`config.mk`:
```
export PLATFORM = sky130hd
export DESIGN_NAME = binary_to_ascii_dec_hex_unit
export DESIGN_NICKNAME = d
export VERILOG_FILES = /design/src/rtl/core/b2a_pkg.sv /design/src/rtl/core/b2a_dabble.sv /design/src/rtl/core/b2a_emit.sv /design/src/rtl/core/binary_to_ascii_dec_hex_unit.sv
export VERILOG_INCLUDE_DIRS = /design/src /design/src/rtl/core
export SDC_FILE = /design/constraint.sdc
export NUM_CORES = 1
export LEC_CHECK = 0
export BUFFER_PORTS_ARGS = -buffer_cell sky130_fd_sc_hd__clkbuf_2
export CORE_ASPECT_RATIO = 0.6
export CORE_MARGIN = 10
export CORE_UTILIZATION = 40
export CTS_BUF_LIST = sky130_fd_sc_hd__clkbuf_8
export DETAILED_ROUTE_END_ITERATION = 10
export SYNTH_ARGS = -nofsm -noshare
export SYNTH_HDL_FRONTEND = slang
export SYNTH_HIERARCHICAL = 1
export SYNTH_SLANG_ARGS = --single-unit
```
`constraint.sdc`:
```
create_clock -name clk -period 6.75 [get_ports clk]
set_input_delay 0.3375 -clock clk [delete_from_list [all_inputs] [get_ports clk]]
set_output_delay 0.3375 -clock clk [all_outputs]
set_load 0.01 [all_outputs]
```
`src/rtl/core/binary_to_ascii_dec_hex_unit_macros.svh`:
```
// Assertion macros for the binary to ASCII converter.
`ifndef BINARY_TO_ASCII_DEC_HEX_UNIT_MACROS_SVH
`define BINARY_TO_ASCII_DEC_HEX_UNIT_MACROS_SVH

`ifndef SYNTHESIS
// Property must hold at every clock edge out of reset.
`define B2A_CHECK(lbl, prop, msg) \
    lbl: assert property (@(posedge clk) disable iff (!rst_n) (prop)) else $error(msg);
// Expression must never be true out of reset.
`define B2A_NEVER(lbl, expr, msg) \
    lbl: assert property (@(posedge clk) disable iff (!rst_n) !(expr)) else $error(msg);
`else
`define B2A_CHECK(lbl, prop, msg)
`define B2A_NEVER(lbl, expr, msg)
`endif

`endif

```
`src/rtl/core/b2a_pkg.sv`:
```
// Types, format codes and the digit table of the binary to ASCII converter.
package b2a_pkg;

    localparam int DIGITS    = 10;
    localparam int BCD_W     = 4 * DIGITS;
    localparam int VALUE_W   = 32;
    localparam int STEP_W    = 6;
    localparam int LEFT_W    = 4;

    localparam logic [2:0] TYPE_DEC8  = 3'd0;
    localparam logic [2:0] TYPE_DEC16 = 3'd1;
    localparam logic [2:0] TYPE_DEC32 = 3'd2;
    localparam logic [2:0] TYPE_HEX8  = 3'd3;
    localparam logic [2:0] TYPE_HEX16 = 3'd4;
    localparam logic [2:0] TYPE_HEX32 = 3'd5;

    localparam logic [7:0] HEX_CHARS [16] = '{
        8'h30, 8'h31, 8'h32, 8'h33, 8'h34, 8'h35, 8'h36, 8'h37,
        8'h38, 8'h39, 8'h41, 8'h42, 8'h43, 8'h44, 8'h45, 8'h46
    };

    typedef struct packed {
        logic [2:0]  req_type;
        logic [31:0] value;
    } req_t;

    typedef struct packed {
        logic [7:0] char_code;
        logic       is_last;
    } res_t;

    // Start of a bit-serial binary to BCD conversion.
    typedef struct packed {
        logic                valid;
        logic [VALUE_W-1:0]  bits;   // left aligned, MSB shifts out first
        logic [STEP_W-1:0]   steps;
    } dab_load_t;

    // Start of a character run.
    typedef struct packed {
        logic               valid;
        logic [BCD_W-1:0]   digits;  // left aligned, first character on top
        logic [LEFT_W-1:0]  count;
        logic               skip;    // drop leading zeros
    } emit_load_t;

endpackage

```
`src/rtl/core/b2a_dabble.sv`:
```
// Bit-serial binary to BCD converter, one input bit per cycle (shift and add 3).
module b2a_dabble (
    input  logic                           clk,
    input  logic                           rst_n,
    input  b2a_pkg::dab_load_t             load,
    output logic                           done,
    output logic [b2a_pkg::BCD_W-1:0]      bcd
);

    logic                              run_reg, run_next;
    logic                              done_reg, done_next;
    logic [b2a_pkg::STEP_W-1:0]        cnt_reg, cnt_next;
    logic [b2a_pkg::VALUE_W-1:0]       bin_reg, bin_next;
    logic [b2a_pkg::BCD_W-1:0]         bcd_reg, bcd_next;
    logic [b2a_pkg::BCD_W-1:0]         adj;

    // Add 3 to each digit of 5 or more before the shift.
    always_comb
    begin
        for (int i = 0; i < b2a_pkg::DIGITS; i++)
        begin
            if (bcd_reg[4*i +: 4] >= 4'd5)
            begin
                adj[4*i +: 4] = bcd_reg[4*i +: 4] + 4'd3;
            end
            else
            begin
                adj[4*i +: 4] = bcd_reg[4*i +: 4];
            end
        end
    end

    always_comb
    begin
        run_next  = run_reg;
        done_next = 1'b0;
        cnt_next  = cnt_reg;
        bin_next  = bin_reg;
        bcd_next  = bcd_reg;
        if (load.valid)
        begin
            run_next = 1'b1;
            cnt_next = load.steps;
            bin_next = load.bits;
            bcd_next = '0;
        end
        else if (run_reg)
        begin
            bcd_next = {adj[b2a_pkg::BCD_W-2:0], bin_reg[b2a_pkg::VALUE_W-1]};
            bin_next = {bin_reg[b2a_pkg::VALUE_W-2:0], 1'b0};
            cnt_next = cnt_reg - 1'b1;
            if (cnt_reg == b2a_pkg::STEP_W'(1))
            begin
                run_next  = 1'b0;
                done_next = 1'b1;
            end
        end
    end

    always_ff @(posedge clk or negedge rst_n)
    begin
        if (!rst_n)
        begin
            run_reg  <= 1'b0;
            done_reg <= 1'b0;
        end
        else
        begin
            run_reg  <= run_next;
            done_reg <= done_next;
        end
    end

    always_ff @(posedge clk)
    begin
        cnt_reg <= cnt_next;
        bin_reg <= bin_next;
        bcd_reg <= bcd_next;
    end

    assign done = done_reg;
    assign bcd  = bcd_reg;

endmodule

```
`src/rtl/core/b2a_emit.sv`:
```
// Character serializer: one digit per cycle from the top of a shift register.
module b2a_emit (
    input  logic                 clk,
    input  logic                 rst_n,
    input  b2a_pkg::emit_load_t  load,
    output logic                 last_issue,
    output logic                 strobe,
    output b2a_pkg::res_t        result
);

    logic                              active_reg, active_next;
    logic                              skip_reg, skip_next;
    logic                              strobe_reg;
    logic [b2a_pkg::LEFT_W-1:0]        left_reg, left_next;
    logic [b2a_pkg::BCD_W-1:0]         sr_reg, sr_next;
    b2a_pkg::res_t                     result_reg;
    logic [3:0]                        top;
    logic                              drop;
    logic                              issue;

    assign top        = sr_reg[b2a_pkg::BCD_W-1 -: 4];
    assign drop       = active_reg && skip_reg && (top == 4'd0)
                        && (left_reg > b2a_pkg::LEFT_W'(1));
    assign issue      = active_reg && !drop;
    assign last_issue = issue && (left_reg == b2a_pkg::LEFT_W'(1));

    always_comb
    begin
        active_next = active_reg;
        skip_next   = skip_reg;
        left_next   = left_reg;
        sr_next     = sr_reg;
        if (load.valid)
        begin
            active_next = 1'b1;
            skip_next   = load.skip;
            left_next   = load.count;
            sr_next     = load.digits;
        end
        else if (active_reg)
        begin
            sr_next   = {sr_reg[b2a_pkg::BCD_W-5:0], 4'd0};
            left_next = left_reg - 1'b1;
            if (issue)
            begin
                skip_next = 1'b0;
            end
            if (last_issue)
            begin
                active_next = 1'b0;
            end
        end
    end

    always_ff @(posedge clk or negedge rst_n)
    begin
        if (!rst_n)
        begin
            active_reg <= 1'b0;
            strobe_reg <= 1'b0;
        end
        else
        begin
            active_reg <= active_next;
            strobe_reg <= issue;
        end
    end

    always_ff @(posedge clk)
    begin
        skip_reg             <= skip_next;
        left_reg             <= left_next;
        sr_reg               <= sr_next;
        result_reg.char_code <= b2a_pkg::HEX_CHARS[top];
        result_reg.is_last   <= (left_reg == b2a_pkg::LEFT_W'(1));
    end

    assign strobe = strobe_reg;
    assign result = result_reg;

endmodule

```
`src/rtl/core/binary_to_ascii_dec_hex_unit.sv`:
```
// Top level of the binary to ASCII decimal / hexadecimal converter.
//
// Give an item by raising start with req while busy is low; the item is
// taken at that clock edge. Its characters come out most significant first,
// one per cycle, each on result for exactly one cycle with strobe high, and
// the final one carries is_last. The receiver cannot stall the block, so take
// every strobe. Decimal items first run a bit-serial shift-and-add-3 loop,
// one input bit per cycle over 8, 16 or 32 bits, then the character shifter
// walks all ten BCD digits for dec16/dec32, one per cycle, dropping leading
// zeros silently; dec8 emits three digits. Hex items go straight to the
// character shifter. busy falls with the last strobe of an item, so the
// next item can be taken in the cycle its final character is shown.
// Format codes 6 and 7 are taken and give no characters.
`include "binary_to_ascii_dec_hex_unit_macros.svh"

module binary_to_ascii_dec_hex_unit (
    input  logic           clk,
    input  logic           rst_n,
    input  logic           start,
    output logic           busy,
    input  b2a_pkg::req_t  req,
    output logic           strobe,
    output b2a_pkg::res_t  result
);

    localparam logic [1:0] ST_IDLE = 2'd0;
    localparam logic [1:0] ST_CONV = 2'd1;
    localparam logic [1:0] ST_EMIT = 2'd2;

    logic [1:0]                  state_reg, state_next;
    logic [2:0]                  type_reg, type_next;
    logic                        accept;
    logic                        dab_done;
    logic [b2a_pkg::BCD_W-1:0]   dab_bcd;
    logic                        last_issue;
    b2a_pkg::dab_load_t          dab_load;
    b2a_pkg::emit_load_t         emit_load;

    assign busy   = (state_reg != ST_IDLE);
    assign accept = start && !busy;

    // Route an accepted item: decimal to the BCD loop, hex to the shifter.
    always_comb
    begin
        state_next       = state_reg;
        type_next        = type_reg;
        dab_load         = '0;
        emit_load        = '0;
        case (state_reg)
            ST_IDLE:
            begin
                if (accept)
                begin
                    type_next = req.req_type;
                    case (req.req_type)
                        b2a_pkg::TYPE_DEC8:
                        begin
                            dab_load.valid = 1'b1;
                            dab_load.bits  = {req.value[7:0], 24'd0};
                            dab_load.steps = b2a_pkg::STEP_W'(8);
                            state_next     = ST_CONV;
                        end
                        b2a_pkg::TYPE_DEC16:
                        begin
                            dab_load.valid = 1'b1;
                            dab_load.bits  = {req.value[15:0], 16'd0};
                            dab_load.steps = b2a_pkg::STEP_W'(16);
                            state_next     = ST_CONV;
                        end
                        b2a_pkg::TYPE_DEC32:
                        begin
                            dab_load.valid = 1'b1;
                            dab_load.bits  = req.value;
                            dab_load.steps = b2a_pkg::STEP_W'(32);
                            state_next     = ST_CONV;
                        end
                        b2a_pkg::TYPE_HEX8:
                        begin
                            emit_load.valid  = 1'b1;
                            emit_load.digits = {req.value[7:0], 32'd0};
                            emit_load.count  = b2a_pkg::LEFT_W'(2);
                            state_next       = ST_EMIT;
                        end
                        b2a_pkg::TYPE_HEX16:
                        begin
                            emit_load.valid  = 1'b1;
                            emit_load.digits = {req.value[15:0], 24'd0};
                            emit_load.count  = b2a_pkg::LEFT_W'(4);
                            state_next       = ST_EMIT;
                        end
                        b2a_pkg::TYPE_HEX32:
                        begin
                            emit_load.valid  = 1'b1;
                            emit_load.digits = {req.value, 8'd0};
                            emit_load.count  = b2a_pkg::LEFT_W'(8);
                            state_next       = ST_EMIT;
                        end
                        default:
                        begin
                            // Drop unused format codes without output.
                            state_next = ST_IDLE;
                        end
                    endcase
                end
            end
            ST_CONV:
            begin
                // Hand the finished BCD word to the shifter.
                if (dab_done)
                begin
                    emit_load.valid = 1'b1;
                    if (type_reg == b2a_pkg::TYPE_DEC8)
                    begin
                        emit_load.digits = {dab_bcd[11:0], 28'd0};
                        emit_load.count  = b2a_pkg::LEFT_W'(3);
                        emit_load.skip   = 1'b0;
                    end
                    else
                    begin
                        emit_load.digits = dab_bcd;
                        emit_load.count  = b2a_pkg::LEFT_W'(b2a_pkg::DIGITS);
                        emit_load.skip   = 1'b1;
                    end
                    state_next = ST_EMIT;
                end
            end
            ST_EMIT:
            begin
                if (last_issue)
                begin
                    state_next = ST_IDLE;
                end
            end
            default:
            begin
                state_next = ST_IDLE;
            end
        endcase
    end

    always_ff @(posedge clk or negedge rst_n)
    begin
        if (!rst_n)
        begin
            state_reg <= ST_IDLE;
        end
        else
        begin
            state_reg <= state_next;
        end
    end

    // Format code of the item at work; no reset needed.
    always_ff @(posedge clk)
    begin
        type_reg <= type_next;
    end

    b2a_dabble u_dabble (
        .clk   (clk),
        .rst_n (rst_n),
        .load  (dab_load),
        .done  (dab_done),
        .bcd   (dab_bcd)
    );

    b2a_emit u_emit (
        .clk        (clk),
        .rst_n      (rst_n),
        .load       (emit_load),
        .last_issue (last_issue),
        .strobe     (strobe),
        .result     (result)
    );

    // A character only follows a cycle of work on an item.
    `B2A_CHECK(a_strobe_after_busy, strobe |-> $past(busy), "strobe without an item at work")
    // The final character releases the block; earlier ones keep it busy.
    `B2A_CHECK(a_last_frees, (strobe && result.is_last) |-> !busy, "busy after last char")
    `B2A_CHECK(a_mid_busy, (strobe && !result.is_last) |-> busy, "idle before last char")
    // The BCD loop only finishes while the top level waits for it.
    `B2A_NEVER(a_done_in_state, dab_done && (state_reg != ST_CONV), "stray BCD done")

endmodule
```
==> After elaboration in Yosys (flattened, before gate mapping) <==
Memories as Yosys holds them, arrays and structs flattened. A register that Yosys moved wholly into a read port is not among the register bits.
Cells that the tools add are included.
{ "totals": {"regBits": 133, "latchBits": 0, "ram_bits": 0, "mem_bits_ro": 128, "inputBits": 38, "out_inout_bits": 11, "mem_count": 1} }
{ "mem_list": {"columns": ["memory", "words", "width", "rd", "rd_ports_with_merged_regs", "wr", "line_no", "source"], "rows": [
  ["(name not given)", 16, 8, 1, 1, 0, "b2a_emit.sv:74", "result_reg.char_code <= b2a_pkg::HEX_CHARS[top];"]
]} }
{ "classes": {"add_sub_neg": 12, "mul": 0, "div_mod_pow": 0, "n_lt_le_gt_ge": 11, "n_eq_ne": 12, "shift": 0, "muxes": 44, "n_bitwise": 1, "n_reduce_logical": 21} }
{ "ops": {"columns": ["operator", "count"], "rows": [
  ["$pmux 45 s3", 1],
  ["$pmux 39 s3", 1],
  ["$mux 45", 2],
  ["$pmux 45 s2", 1],
  ["$mux 40", 2],
  ["$mux 39", 2],
  ["$mux 32", 2],
  ["$mux 46", 1],
  ["$mux 4", 11],
  ["$ge 4x3->1 const B", 10],
  ["$add 4x2->4 const B", 9],
  ["$mux 1", 13],
  ["$mux 6", 2],
  ["$reduce_bool 2->1", 4],
  ["$eq 3x2->1 const B", 2],
  ["$eq 3x3->1 const B", 2],
  ["$eq 6x1->1 const B", 1],
  ["$logic_and 1x1->1", 6],
  ["$logic_not 3->1", 2],
  ["$mux 2", 3],
  ["$pmux 2 s3", 1],
  ["$reduce_or 3->1", 2],
  ["$sub 6x1->6 const B", 1],
  ["$not 4->5", 1],
  ["16 further kinds", 19]
]} }

==> Logic depth before layout (Yosys ltp) <==
{ "logic_depth": {"depth_word": 9, "depth_mapped": 10} }

==> By module <==
The synthesis kept the hierarchy.
{ "by_module_without_submodules": {"columns": ["mod", "n_inst", "cells_each", "area_each_um2", "seq_area_each_um2"], "rows": [
  ["b2a_dabble", 1, 410, 4211.5, 1991.9],
  ["b2a_emit", 1, 145, 2346.0, 1541.5],
  ["binary_to_ascii_dec_hex_unit", 1, 201, 1500.2, 140.1]
]} }

==> Worst setup path before layout <==
OpenSTA, ideal clock, no wires.
{ "synth_timing": {"kind": "reg-to-reg", "start": "register state_reg[0]", "end": "register u_dabble/bin_reg[0] (netlist name) (enable)", "t_arrival_ps": 2654, "required_ps": 6357, "slack_ps": 3704, "stages_incl_launch_ff": 11, "n_path_buf": 4, "period_less_slack_ps": 3046, "path_cell_list": "dfrtp_1 or3b_1 buf_6 inv_4 nand2_1 buf_2 inv_1 buf_2 buf_2 nor2_1 inv_1"} }
{ "synth_lines": {"columns": ["item", "line_no", "source"], "rows": [
  ["from (decl)", "binary_to_ascii_dec_hex_unit.sv:30", "logic [1:0] state_reg, state_next;"],
  ["from (signal assigned)", "binary_to_ascii_dec_hex_unit.sv:149", "state_reg <= state_next;"],
  ["to (signal assigned)", "b2a_dabble.sv:77", "bin_reg <= bin_next;"],
  ["to (decl)", "b2a_dabble.sv:13", "logic [b2a_pkg::VALUE_W-1:0] bin_reg, bin_next;"]
]} }

==> results_tabular.tex <==
\begin{tabular}{lr}
\hline
Metric & Value \\
\hline
\multicolumn{2}{l}{\textbf{Place}} \\
Count of buffers inserted at the top-level ports & 47 \\
Cell total after placement & around 1,000 \\
Placement-stage cell area & about 8400 um2 \\
Detailed placer's ending HPWL & $\sim$14,000 um \\
Final RePlAce weighted congestion & roughly 0.85 \\
Setup Slack @ Placement & 3.427 ns \\
\multicolumn{2}{l}{\textbf{Timing}} \\
Setup repair after global routing missed its margin & no \\
Highest clock frequency the design can meet & 309.6 MHz \\
Final Hold Fails & 0 \\
Slew Limit Headroom & 25.16\% \\
Worst-Margin Slew & roughly 1.1 ns \\
Finish-stage setup viols & 0 \\
Final Worst Setup Slack & between 3 and 4 ns \\
Setup clock skew after layout & 0.01885 ns \\
Post-route clock period utilization & 47.86\% \\
Pins Over Slew Limit & 0 \\
Total negative slack & 0 ns \\
Final critical path time including I/O delays and setup & around 3.2 ns \\
\multicolumn{2}{l}{\textbf{Cells and area}} \\
Post-layout util & 44.27\% \\
Fraction of final layout cells sized beyond drive strength 1 & around a fifth \\
Layout overhead on the synthesized area & 9.441\% \\
Layout Cells excl Fill & 1,070 \\
Number of nets in the layout & roughly 850 \\
Number of inserted diodes & 0 \\
Area of all placed cells without fillers & 8818 um2 \\
\multicolumn{2}{l}{\textbf{Critical path}} \\
Kind of end point of the critical path & register \\
Reg-to-reg slack, setup & 3.52 ns \\
Sort of element at the start of the critical path & register \\
Maximum fanout encountered on the critical timing path & 37 \\
Req. time, crit path & about 7.1 ns \\
Worst endpoint data arrival time & approximately 3.5 ns \\
Critical path class & reg2reg \\
\multicolumn{2}{l}{\textbf{Logic synthesis}} \\
Sequential cell area fraction in the yosys report & a little under half \\
Synthesized area per cell & 10.66 um2 \\
Leading register cell type out of synthesis & sky130\_fd\_sc\_hd\_\_edfxtp\_1 \\
Yosys warns & 6 \\
Cell taking the most area after synthesis & sky130\_fd\_sc\_hd\_\_edfxtp\_1 \\
FF+latch count, synth & roughly 140 \\
Cell with the most instances after synthesis & sky130\_fd\_sc\_hd\_\_edfxtp\_1 \\
Count of flip-flops with a built-in enable after synthesis & 86 \\
Post-synthesis cell count & between 700 and 800 \\
Ranking of synthesized cells by area & sky130\_fd\_sc\_hd\_\_edfxtp\_1, sky130\_fd\_sc\_hd\_\_dfxtp\_1, sky130\_fd\_sc\_hd\_\_mux2\_2 \\
FFs w/ async S/R, synth & 4.317\% \\
Most used standard cells in the synthesized netlist & sky130\_fd\_sc\_hd\_\_edfxtp\_1, sky130\_fd\_sc\_hd\_\_inv\_1, sky130\_fd\_sc\_hd\_\_dfxtp\_1 \\
Number of distinct library cell variants in the gate-level netlist after synthesis & between 60 and 70 \\
Cell area after technology mapping & $\sim$8000 um2 \\
Synth top area share & $\sim$32\% \\
\multicolumn{2}{l}{\textbf{Power and ir drop}} \\
Power density normalized to cell area & roughly 440 nW/um2 \\
Static Leakage & $\sim$3.4 nW \\
VDD IR max & $\sim$170 uV \\
\multicolumn{2}{l}{\textbf{Global routing}} \\
Grt total ovfl & 0 \\
Maximum number of pins on one net before global-route repair & between 80 and 90 \\
Number of antenna violations at the first check in global routing & 1 \\
Vias in the first global route & $\sim$5,500 \\
Global Route Usage Sum & 15.43\% \\
Global-route wire length before repair & around 32,000 um \\
\multicolumn{2}{l}{\textbf{Floorplan}} \\
Die area & between 20,000 and 30,000 um2 \\
I/O pin count & $\sim$50 \\
Die W & a little over 200 um \\
Standard cell core area & between 15,000 and 20,000 um2 \\
Site row count & 40 \\
Initial Utilization & around two fifths \\
Vertical die dimension & 129.9 um \\
\multicolumn{2}{l}{\textbf{Detailed routing}} \\
Wirelength, routed & around 20,000 um \\
Routed length per instance & 19.11 um \\
Number of nets with antenna violations after routing & 0 \\
Drt initial violations & approximately 600 \\
Count of vias placed by the detailed router & 5,966 \\
Number of vias per cell & approximately 5.6 \\
DRC & 0 \\
TritonRoute pass-1 iters & 5 \\
\multicolumn{2}{l}{\textbf{Clock network}} \\
Root Buffer & sky130\_fd\_sc\_hd\_\_clkbuf\_8 \\
Number of gates resized after CTS & 0 \\
Number of levels the H-tree was split into & 4 \\
Number of setup buffers added after CTS & 0 \\
Clock latency of the later-clocked register in the worst-skew pair & between 0.4 and 0.5 ns \\
CTS tree & built \\
Clock sink count & about 140 \\
Clk slew on worst S/H paths & approximately 0.090 ns \\
TritonCTS buffer count & 17 \\
Max Buffers Root-to-Sink & 2 \\
\multicolumn{2}{l}{\textbf{Min path}} \\
Class of the tightest hold or removal check & in2reg \\
\multicolumn{2}{l}{\textbf{Run}} \\
Number of maximum-capacitance constraint violations & 0 \\
\multicolumn{2}{l}{\textbf{Run status}} \\
Result of the run & finished, final reports clean \\
\hline
\end{tabular}
## area by class of cell
| class | instances | area [um2] |
|---|---|---|
| fillers | 1954 | 11100 |
| multi-input cells | 520 | 3916 |
| flip-flops and latches | 139 | 3675 |
| well taps | 273 | 341.6 |
| repair buffers | 55 | 297.8 |
| clock buffers | 17 | 234.0 |
| inverters | 51 | 193.9 |
| clock inverters | 15 | 160.2 |
## cells in the final DEF, fill, tap and decap left out, types with 10 or more instances in the layout
cell type | netlist | routed
sky130_fd_sc_hd__edfxtp_1 | 86 | 86
sky130_fd_sc_hd__inv_1 | 50 | 49
sky130_fd_sc_hd__clkbuf_2 | 0 | 47
sky130_fd_sc_hd__dfxtp_1 | 47 | 47
sky130_fd_sc_hd__nor2_1 | 41 | 41
sky130_fd_sc_hd__mux2_2 | 40 | 40
sky130_fd_sc_hd__mux2_1 | 37 | 37
sky130_fd_sc_hd__nand2_1 | 34 | 33
sky130_fd_sc_hd__a21oi_1 | 29 | 29
sky130_fd_sc_hd__nand3_1 | 28 | 28
sky130_fd_sc_hd__o21ai_0 | 28 | 28
sky130_fd_sc_hd__ha_1 | 27 | 27
sky130_fd_sc_hd__and2_1 | 24 | 24
sky130_fd_sc_hd__mux2i_1 | 19 | 19
sky130_fd_sc_hd__clkbuf_8 | 0 | 17
sky130_fd_sc_hd__o21ai_1 | 17 | 17
sky130_fd_sc_hd__a22oi_1 | 16 | 16
sky130_fd_sc_hd__a22o_1 | 16 | 16
sky130_fd_sc_hd__nor3_1 | 15 | 15
sky130_fd_sc_hd__and3_1 | 10 | 10
## cell families after synthesis
group / share of synthesized area [%]
AND/OR/NAND/NOR: 13.57
AO/OA/AOI/OAI: 16.74
flip-flops: 45.59
buffers and inverters: 5.932
multiplexers: 13.12
adder cells (fa/ha/maj): 4.192
XOR/XNOR: 0.7609
other: 0.09320
## metrics by stage
| step | hold WS, ns | total power, mW |
|---|---|---|
| after floorplan | 0.04191 | 2.795 |
| after global placement | 0.1886 | 3.179 |
| after detailed placement | 0.1916 | 3.180 |
| after CTS | 0.1890 | 3.904 |
| after global routing | 0.2152 | 4.186 |
| final | 0.2331 | 3.902 |
## critical path, cell delays in order, from the launching register on
cell and delay (ns):
sky130_fd_sc_hd__dfrtp_1 0.45, sky130_fd_sc_hd__or3b_1 0.55, sky130_fd_sc_hd__inv_4 0.18, sky130_fd_sc_hd__nand2_1 0.39, sky130_fd_sc_hd__inv_2 0.48, sky130_fd_sc_hd__buf_4 0.49, sky130_fd_sc_hd__nor2b_2 0.22, sky130_fd_sc_hd__a21bo_2 0.24
sky130_fd_sc_hd__o32ai_1 0.06
## report_power, final
group	total [mW]	leakage [nW]	switching (mW)	internal, mW
sequential	1.78	1.37	0.345	1.44
clock	0.704	0.202	0.369	0.335
combinational	1.42	1.87	0.767	0.649
## metal layers
| metal | vias to the layer above | wire (um) | global-route usage (%) |
|---|---|---|---|
| li1 | 2868 | - | - |
| met1 | 2900 | 10920 | 24.26 |
| met2 | 185 | 8082 | 20.17 |
| met3 | 13 | 1275 | 3.565 |
| met4 | 0 | 170 | 3.712 |
| met5 | - | 0 | 0 |
## path summary, 6_finish.rpt
kind / from / to / depth (start not counted)
worst max-delay path: state_reg[0] / u_dabble/bcd[21] / 8
worst min-delay path: req[34] / type_reg[2] / 1
worst max register to register: state_reg[0] / u_dabble/bcd[21] / 8
worst min register to register: u_dabble/bcd[19] / u_dabble/bcd[19] / 2
max in group asynchronous: rst_n / u_dabble/run_reg / 2
min in group asynchronous: rst_n / state_reg[0] / 2
## repair_timing
item / in CTS / in global routing
endpoints found under the hold margin: 6 / 0
hold buffers: 1 / 0
endpoints found under the setup margin: 0 / 0
Note: power is estimated with default switching activity, not from simulation.
